File: src/adp_pkg.sv
// Package for the data-processing ALU: command codes, channel structs and queue entry types.
package adp_pkg;

  localparam int DATA_W = 32;
  localparam int REG_W = 4;
  localparam int CMD_W = 5;
  localparam int QUEUE_DEPTH_DEFAULT = 2;

  localparam logic [REG_W-1:0] PC_INDEX = 4'd15;

  localparam logic [CMD_W-1:0] CMD_AND = 5'd0;
  localparam logic [CMD_W-1:0] CMD_EOR = 5'd1;
  localparam logic [CMD_W-1:0] CMD_SUB = 5'd2;
  localparam logic [CMD_W-1:0] CMD_RSB = 5'd3;
  localparam logic [CMD_W-1:0] CMD_ADD = 5'd4;
  localparam logic [CMD_W-1:0] CMD_ADC = 5'd5;
  localparam logic [CMD_W-1:0] CMD_SBC = 5'd6;
  localparam logic [CMD_W-1:0] CMD_RSC = 5'd7;
  localparam logic [CMD_W-1:0] CMD_TST = 5'd8;
  localparam logic [CMD_W-1:0] CMD_TEQ = 5'd9;
  localparam logic [CMD_W-1:0] CMD_CMP = 5'd10;
  localparam logic [CMD_W-1:0] CMD_CMN = 5'd11;
  localparam logic [CMD_W-1:0] CMD_ORR = 5'd12;
  localparam logic [CMD_W-1:0] CMD_MOV = 5'd13;
  localparam logic [CMD_W-1:0] CMD_BIC = 5'd14;
  localparam logic [CMD_W-1:0] CMD_MVN = 5'd15;
  localparam logic [CMD_W-1:0] CMD_MUL = 5'd16;
  localparam logic [CMD_W-1:0] CMD_MLA = 5'd17;

  // Flag register bit positions.
  localparam int FLAG_N_BIT = 3;
  localparam int FLAG_Z_BIT = 2;
  localparam int FLAG_C_BIT = 1;
  localparam int FLAG_V_BIT = 0;

  typedef enum logic [1:0] {
    CARRY_ZERO,
    CARRY_ONE,
    CARRY_FLAG
  } carry_mode_t;

  typedef enum logic [2:0] {
    FLAGS_KEEP,
    FLAGS_NZ,
    FLAGS_TOP,
    FLAGS_ARITH,
    FLAGS_LOGIC
  } flag_mode_t;

  typedef struct packed {
    logic [CMD_W-1:0]  command;
    logic [DATA_W-1:0] operand_a;
    logic [DATA_W-1:0] operand_b;
    logic              shifter_carry;
    logic [DATA_W-1:0] accumulate_value;
    logic              set_flags;
    logic [REG_W-1:0]  dest_index;
  } in_item_t;

  typedef struct packed {
    logic [DATA_W-1:0] result_value;
    logic              reg_write;
    logic [REG_W-1:0]  write_index;
    logic              branch_taken;
    logic              status_load;
    logic              flag_n;
    logic              flag_z;
    logic              flag_c;
    logic              flag_v;
  } out_item_t;

  // A classified operation waiting for the back end.
  typedef struct packed {
    logic              use_adder;
    logic [DATA_W-1:0] add_a;
    logic [DATA_W-1:0] add_b;
    carry_mode_t       carry_mode;
    logic [DATA_W-1:0] logic_result;
    logic              shifter_carry;
    flag_mode_t        flag_mode;
    logic              reg_write;
    logic [REG_W-1:0]  write_index;
    logic              branch_taken;
    logic              status_load;
  } queue_entry_t;

endpackage

File: src/adp_front.sv
// Front end: decodes an incoming operation into adder operands, logic result and strobes.
module adp_front (
  input  adp_pkg::in_item_t     op,
  output adp_pkg::queue_entry_t entry
);

  logic [adp_pkg::DATA_W-1:0] a;
  logic [adp_pkg::DATA_W-1:0] b;
  logic [adp_pkg::DATA_W-1:0] product;
  logic                       known;
  logic                       is_mul;
  logic                       is_cmp;
  logic                       is_arith;
  logic                       to_pc;

  assign a = op.operand_a;
  assign b = op.operand_b;
  assign product = a * b;
  assign to_pc = (op.dest_index == adp_pkg::PC_INDEX);

  always_comb begin
    entry.use_adder     = 1'b0;
    entry.add_a         = '0;
    entry.add_b         = '0;
    entry.carry_mode    = adp_pkg::CARRY_ZERO;
    entry.logic_result  = '0;
    entry.shifter_carry = op.shifter_carry;
    known    = 1'b1;
    is_mul   = 1'b0;
    is_cmp   = 1'b0;
    is_arith = 1'b0;

    case (op.command)
      adp_pkg::CMD_AND: entry.logic_result = a & b;
      adp_pkg::CMD_EOR: entry.logic_result = a ^ b;
      adp_pkg::CMD_SUB: begin
        entry.add_a = a; entry.add_b = ~b; entry.carry_mode = adp_pkg::CARRY_ONE;
        is_arith = 1'b1;
      end
      adp_pkg::CMD_RSB: begin
        entry.add_a = b; entry.add_b = ~a; entry.carry_mode = adp_pkg::CARRY_ONE;
        is_arith = 1'b1;
      end
      adp_pkg::CMD_ADD: begin
        entry.add_a = a; entry.add_b = b;
        is_arith = 1'b1;
      end
      adp_pkg::CMD_ADC: begin
        entry.add_a = a; entry.add_b = b; entry.carry_mode = adp_pkg::CARRY_FLAG;
        is_arith = 1'b1;
      end
      adp_pkg::CMD_SBC: begin
        entry.add_a = a; entry.add_b = ~b; entry.carry_mode = adp_pkg::CARRY_FLAG;
        is_arith = 1'b1;
      end
      adp_pkg::CMD_RSC: begin
        entry.add_a = b; entry.add_b = ~a; entry.carry_mode = adp_pkg::CARRY_FLAG;
        is_arith = 1'b1;
      end
      adp_pkg::CMD_TST: begin
        entry.logic_result = a & b;
        is_cmp = 1'b1;
      end
      adp_pkg::CMD_TEQ: begin
        entry.logic_result = a ^ b;
        is_cmp = 1'b1;
      end
      adp_pkg::CMD_CMP: begin
        entry.add_a = a; entry.add_b = ~b; entry.carry_mode = adp_pkg::CARRY_ONE;
        is_arith = 1'b1;
        is_cmp   = 1'b1;
      end
      adp_pkg::CMD_CMN: begin
        entry.add_a = a; entry.add_b = b;
        is_arith = 1'b1;
        is_cmp   = 1'b1;
      end
      adp_pkg::CMD_ORR: entry.logic_result = a | b;
      adp_pkg::CMD_MOV: entry.logic_result = b;
      adp_pkg::CMD_BIC: entry.logic_result = a & ~b;
      adp_pkg::CMD_MVN: entry.logic_result = ~b;
      adp_pkg::CMD_MUL: begin
        entry.add_a = product;
        is_mul = 1'b1;
      end
      adp_pkg::CMD_MLA: begin
        entry.add_a = product; entry.add_b = op.accumulate_value;
        is_mul = 1'b1;
      end
      default: known = 1'b0;
    endcase

    // Multiplies reuse the back-end adder to fold in the accumulator.
    entry.use_adder = is_arith | is_mul;

    entry.reg_write    = 1'b0;
    entry.branch_taken = 1'b0;
    entry.status_load  = 1'b0;
    entry.flag_mode    = adp_pkg::FLAGS_KEEP;

    if (known) begin
      if (is_mul) begin
        entry.reg_write = !to_pc;
        if (!to_pc && op.set_flags) begin
          entry.flag_mode = adp_pkg::FLAGS_NZ;
        end
      end else if (to_pc) begin
        entry.branch_taken = !is_cmp;
        entry.status_load  = op.set_flags;
        if (op.set_flags) begin
          entry.flag_mode = adp_pkg::FLAGS_TOP;
        end
      end else begin
        entry.reg_write = !is_cmp;
        if (op.set_flags) begin
          entry.flag_mode = is_arith ? adp_pkg::FLAGS_ARITH : adp_pkg::FLAGS_LOGIC;
        end
      end
    end

    entry.write_index = entry.reg_write ? op.dest_index : '0;
  end

endmodule

File: src/adp_queue.sv
// Short queue of decoded operations between the front end and the back end.
module adp_queue #(
  parameter int DEPTH = adp_pkg::QUEUE_DEPTH_DEFAULT
) (
  input  logic                  clk,
  input  logic                  rst,
  input  logic                  push,
  input  adp_pkg::queue_entry_t push_entry,
  output logic                  not_full,
  input  logic                  pop,
  output logic                  head_valid,
  output adp_pkg::queue_entry_t head
);

  localparam int PTR_W = (DEPTH > 1) ? $clog2(DEPTH) : 1;
  localparam int CNT_W = $clog2(DEPTH + 1);
  localparam logic [PTR_W-1:0] LAST = PTR_W'(DEPTH - 1);
  localparam logic [CNT_W-1:0] FULL_COUNT = CNT_W'(DEPTH);

  adp_pkg::queue_entry_t entries [DEPTH];
  logic [PTR_W-1:0] wr_ptr;
  logic [PTR_W-1:0] rd_ptr;
  logic [CNT_W-1:0] count;
  logic             do_push;
  logic             do_pop;

  assign not_full   = (count != FULL_COUNT);
  assign head_valid = (count != '0);
  assign head       = entries[rd_ptr];
  assign do_push    = push && not_full;
  assign do_pop     = pop && head_valid;

  always_ff @(posedge clk) begin
    if (rst) begin
      wr_ptr <= '0;
      rd_ptr <= '0;
      count  <= '0;
    end else begin
      if (do_push) begin
        wr_ptr <= (wr_ptr == LAST) ? '0 : wr_ptr + 1'b1;
      end
      if (do_pop) begin
        rd_ptr <= (rd_ptr == LAST) ? '0 : rd_ptr + 1'b1;
      end
      if (do_push && !do_pop) begin
        count <= count + 1'b1;
      end else if (do_pop && !do_push) begin
        count <= count - 1'b1;
      end
    end
  end

  always_ff @(posedge clk) begin
    if (do_push) begin
      entries[wr_ptr] <= push_entry;
    end
  end

endmodule

File: src/adp_back.sv
// Back end: the adder, the NZCV flag register and the result register.
module adp_back (
  input  logic                  clk,
  input  logic                  rst,
  input  logic                  head_valid,
  input  adp_pkg::queue_entry_t head,
  output logic                  pop,
  output logic                  res_valid,
  input  logic                  res_ready,
  output adp_pkg::out_item_t    res
);

  logic [3:0]                 flags;
  logic [3:0]                 flags_next;
  logic                       carry_in;
  logic [adp_pkg::DATA_W:0]   sum;
  logic [adp_pkg::DATA_W-1:0] result;
  logic [1:0]                 nz;
  logic                       overflow;

  assign pop = head_valid && (!res_valid || res_ready);

  always_comb begin
    case (head.carry_mode)
      adp_pkg::CARRY_ONE:  carry_in = 1'b1;
      adp_pkg::CARRY_FLAG: carry_in = flags[adp_pkg::FLAG_C_BIT];
      default:             carry_in = 1'b0;
    endcase
  end

  assign sum = {1'b0, head.add_a} + {1'b0, head.add_b}
             + {{adp_pkg::DATA_W{1'b0}}, carry_in};
  assign result = head.use_adder ? sum[adp_pkg::DATA_W-1:0] : head.logic_result;
  assign nz = {result[adp_pkg::DATA_W-1], result == '0};
  // Signed overflow: operands agree in sign and the sum does not.
  assign overflow = ~(head.add_a[adp_pkg::DATA_W-1] ^ head.add_b[adp_pkg::DATA_W-1])
                  & (head.add_a[adp_pkg::DATA_W-1] ^ result[adp_pkg::DATA_W-1]);

  always_comb begin
    case (head.flag_mode)
      adp_pkg::FLAGS_NZ:    flags_next = {nz, flags[1:0]};
      adp_pkg::FLAGS_TOP:   flags_next = result[adp_pkg::DATA_W-1 -: 4];
      adp_pkg::FLAGS_ARITH: flags_next = {nz, sum[adp_pkg::DATA_W], overflow};
      adp_pkg::FLAGS_LOGIC: flags_next = {nz, head.shifter_carry, flags[adp_pkg::FLAG_V_BIT]};
      default:              flags_next = flags;
    endcase
  end

  always_ff @(posedge clk) begin
    if (rst) begin
      flags     <= '0;
      res_valid <= 1'b0;
    end else begin
      if (pop) begin
        flags <= flags_next;
      end
      if (pop) begin
        res_valid <= 1'b1;
      end else if (res_ready) begin
        res_valid <= 1'b0;
      end
    end
  end

  always_ff @(posedge clk) begin
    if (pop) begin
      res.result_value <= result;
      res.reg_write    <= head.reg_write;
      res.write_index  <= head.write_index;
      res.branch_taken <= head.branch_taken;
      res.status_load  <= head.status_load;
      res.flag_n       <= flags_next[adp_pkg::FLAG_N_BIT];
      res.flag_z       <= flags_next[adp_pkg::FLAG_Z_BIT];
      res.flag_c       <= flags_next[adp_pkg::FLAG_C_BIT];
      res.flag_v       <= flags_next[adp_pkg::FLAG_V_BIT];
    end
  end

  a_flags_hold: assert property (@(posedge clk) disable iff (rst)
    !pop |=> $stable(flags))
    else $error("flags changed without an operation being executed");

  a_status_from_result: assert property (@(posedge clk) disable iff (rst)
    res_valid && res.status_load |->
      {res.flag_n, res.flag_z, res.flag_c, res.flag_v} == res.result_value[31:28])
    else $error("status load did not take flags from the result");

  a_write_not_branch: assert property (@(posedge clk) disable iff (rst)
    res_valid && res.reg_write |-> !res.branch_taken && res.write_index != adp_pkg::PC_INDEX)
    else $error("register write and branch asserted together");

  a_flags_reported: assert property (@(posedge clk) disable iff (rst)
    res_valid |-> {res.flag_n, res.flag_z, res.flag_c, res.flag_v} == flags)
    else $error("reported flags differ from the flag register");

endmodule

File: src/arm_data_processing_alu.sv
// Top level of the data-processing ALU: front end, operation queue and back end.
//
// Executes one data-processing or multiply operation per transaction and keeps the NZCV
// condition flags. Operations enter on the op channel and leave on the res channel, both
// valid/ready; while res_ready stays high, one transaction can be accepted and one
// delivered in every clock cycle. An accepted transaction passes through the operation
// queue, whose depth is set by QUEUE_DEPTH, and then the result register. The sustained
// rate is bounded by the back end, where the 33-bit adder and the flag register close a
// loop through the carry flag used by ADC, SBC and RSC. The multiplier sits in the front
// end, so MLA adds its accumulator in the same back-end adder. The flags reported with
// each result are those after that operation; they reset to zero.
module arm_data_processing_alu #(
  parameter int QUEUE_DEPTH = adp_pkg::QUEUE_DEPTH_DEFAULT
) (
  input  logic               clk,
  input  logic               rst,
  input  logic               op_valid,
  output logic               op_ready,
  input  adp_pkg::in_item_t  op,
  output logic               res_valid,
  input  logic               res_ready,
  output adp_pkg::out_item_t res
);

  adp_pkg::queue_entry_t decoded;
  adp_pkg::queue_entry_t head;
  logic                  head_valid;
  logic                  pop;

  // Decoding is purely combinational, so the transaction is classified on its way in.
  adp_front u_front (
    .op    (op),
    .entry (decoded)
  );

  // The queue lets the producer keep issuing while a result waits to be taken.
  adp_queue #(
    .DEPTH (QUEUE_DEPTH)
  ) u_queue (
    .clk        (clk),
    .rst        (rst),
    .push       (op_valid),
    .push_entry (decoded),
    .not_full   (op_ready),
    .pop        (pop),
    .head_valid (head_valid),
    .head       (head)
  );

  adp_back u_back (
    .clk        (clk),
    .rst        (rst),
    .head_valid (head_valid),
    .head       (head),
    .pop        (pop),
    .res_valid  (res_valid),
    .res_ready  (res_ready),
    .res        (res)
  );

endmodule
File: config.mk
export PLATFORM = sky130hd
export DESIGN_NAME = arm_data_processing_alu
export DESIGN_NICKNAME = d
export VERILOG_FILES = /design/src/adp_pkg.sv /design/src/adp_front.sv /design/src/adp_queue.sv /design/src/adp_back.sv /design/src/arm_data_processing_alu.sv
export SDC_FILE = /design/constraint.sdc
export NUM_CORES = 2
export LEC_CHECK = 0
export BUFFER_PORTS_ARGS = -buffer_cell sky130_fd_sc_hd__buf_4
export CORE_MARGIN = 2
export CORE_UTILIZATION = 55
export CTS_BUF_LIST = sky130_fd_sc_hd__clkbuf_2
export CTS_CLUSTER_SIZE = 14
export DETAILED_ROUTE_END_ITERATION = 6
export PLACE_DENSITY = 0.73
export SLEW_MARGIN = 10
export SYNTH_ARGS = -nofsm -noshare
export SYNTH_HDL_FRONTEND = slang
export SYNTH_SLANG_ARGS = --single-unit
File: constraint.sdc
create_clock -name clk -period 9.2 [get_ports clk]
set_input_delay 1.38 -clock clk [delete_from_list [all_inputs] [get_ports clk]]
set_output_delay 1.38 -clock clk [all_outputs]
set_load 0.03 [all_outputs]
==> metrics.txt <==
status=finished, violations left; failing checks=DRC; fmax=121 MHz; layout cells sized above 1=14.4%; crit end category=flop; Antenna Nets Post-Route=0; Min-Delay Path Class=reg2reg; clk slew on worst S/H paths=0.12 ns; Port-buffer cells=155; Die W=239 um; Tmin final=8.28 ns; GRT Total Usage=38.6%; CP max stage delay=0.71 ns; CORE AREA=54800 um^2; Rows=86; most common cell after layout, fill and taps aside=inv_1; critical path's most frequent cell=fa_1; WL per Instance=26.9 um; TNS Setup=0 ns; Synth Cell Area=30300 um^2; drt pass-1 iters=6; largest net degree at the start of global routing=64; pre-CTS setup slack=0.172 ns; CP Class=in2reg; RSZ-0062 raised after global routing=no; Gate Count Post-Synth=3122; final hold violations=0; Netlist cell types=79; Nets=3992; total grt overflow=0; WHS=0.524 ns; antenna violations before repair=3; Clock Skew=0.0747 ns; Post-Syn Area per Cell=9.72 um^2; initial core utilization=55.4%; Critical Path RT=9.78 ns; Setup WS post-layout=0.922 ns; Crit Path Max Fanout=10; most frequent cells in the layout=inv_1 (462), nor2_1 (441), fa_1 (410), nand2_1 (284), buf_4 (264); initial DRC count=2510; clk sinks=273; asr flop ratio synth=0%; critical path startpoint category=primary input; DR vias=24600; die area=57100 um^2; fin crit share=90.0%; max-cap check violation count=0; Seq/Total Area, Yosys=26.7%; GP Congestion=0.999; IO Count=156; H-tree levels=2; HP Start=u_back.res_valid; Synthesis Warnings=0; post-CTS setup buffers=0; Final Cell Area=33200 um^2; first-pass GRT wire length=160000 um; vias per cell=6.11; CTS buffer count=59; post-CTS sizing=0; Post-synth EDFFs=263; Final HPWL DP=84300 um; post-synthesis net count=3848; later-pin clock latency in the skew report=0.92 ns; Max Root-Sink Buffers=3; most used flip-flop cell after synthesis=edfxtp_1; Area growth, synth to finish=9.30%; Final Max Slew Viols=0; die height=239 um; Rel. slew slack=16.4%; TritonCTS clock tree=done; CTS Hold Bufs=0; cell at the slowest stage of the critical path=o311ai_0; Setup violations, final=0; drt drc=2; worst-margin pin slew=1.25 ns; CP arrival=8.86 ns; post-synthesis sequential element count=273; Root Driver=clkbuf_2; Post-Place Cell Area=32600 um^2; final WL=108000 um; worst setup path start=op[41]; vias in the first global route=25300
-- final cells by class --
type	count	area, um^2
flip-flops and latches	273	8100
clock inverters	19	115
diodes	4	10.0
repair buffers	266	2020
fillers	4759	21600
well taps	704	881
multi-input cells	2186	19800
inverters	480	1800
clock buffers	88	440
-- metal layers --
metal	routed length (um)	track usage, %
met5	23	0
met3	9490	6.70
met2	50100	61.9
met1	41800	50.6
met4	6600	20.3
-- sequential cells by signal, summed over array words and instances (netlist names), named ones only --
signal	count
u_queue.count	2
u_back.res	43
u_queue.wr_ptr	1
u_back.res_valid	1
u_back.flags	4
u_queue.entries	220
u_queue.rd_ptr	1
-- critical path: cells and delay by family --
kind,cells,cell delay [ns]
adder cells (fa/ha/maj),9,3.76
buffers and inverters,10,1.41
AND/OR/NAND/NOR,1,0.08
AO/OA/AOI/OAI,10,2.21
-- Yosys cell counts, types with 10 or more instances --
master	number	area, um^2
a21o_1	29	218
clkbuf_1	154	578
a31oi_1	12	75.1
a211oi_1	30	225
buf_1	23	86.3
or3_1	11	68.8
nand2b_1	13	81.3
fa_1	410	8210
dfxtp_1	10	200
nand2_1	284	1070
o21ai_0	96	480
a21oi_1	154	771
ha_1	205	2560
nor4_1	10	62.6
nor2_1	442	1660
mux2i_1	25	250
nor2b_1	14	87.6
edfxtp_1	263	7900
o2111ai_1	19	166
inv_1	463	1740
xnor2_1	75	657
nand3_1	12	60.1
a22oi_1	25	188
clkinv_1	13	48.8
and2_1	11	68.8
mux2_2	75	845
a221o_1	36	360
nor3_1	22	110
xor2_1	29	254
o211ai_1	27	203
-- cells by family after synthesis --
family | Yosys count | share of synthesized area, %
AOI/OAI and AO/OA | 505 | 11.1
xor gates and xnor gates | 104 | 3.00
adders and majority gates | 615 | 35.5
buffers and inverters | 663 | 8.23
DFF | 273 | 26.7
muxes | 100 | 3.61
and+or+nand+nor | 862 | 11.8
-- path summary, 6_finish.rpt --
path | end | slack [ns] | depth (start not counted)
setup reg to reg | u_back.res[2] | 3.46 | 19
hold reg to reg | u_back.res_valid | 0.52 | 2
hold / removal | u_back.res_valid | 0.52 | 2
setup / recovery | u_queue.entries[1][105] | 0.92 | 30
-- stage by stage --
step / std cells / util [%]
5_1_grt: 4017 / 60.5
2_1_floorplan: 3122 / -
3_5_place_dp: 3909 / 59.5
6_report: 4020 / 60.6
3_3_place_gp: 3909 / 59.5
4_1_cts: 4016 / 60.5
Power is not shown: default switching activity piles up to over one toggle a cycle in this logic, so the estimate is an artifact.
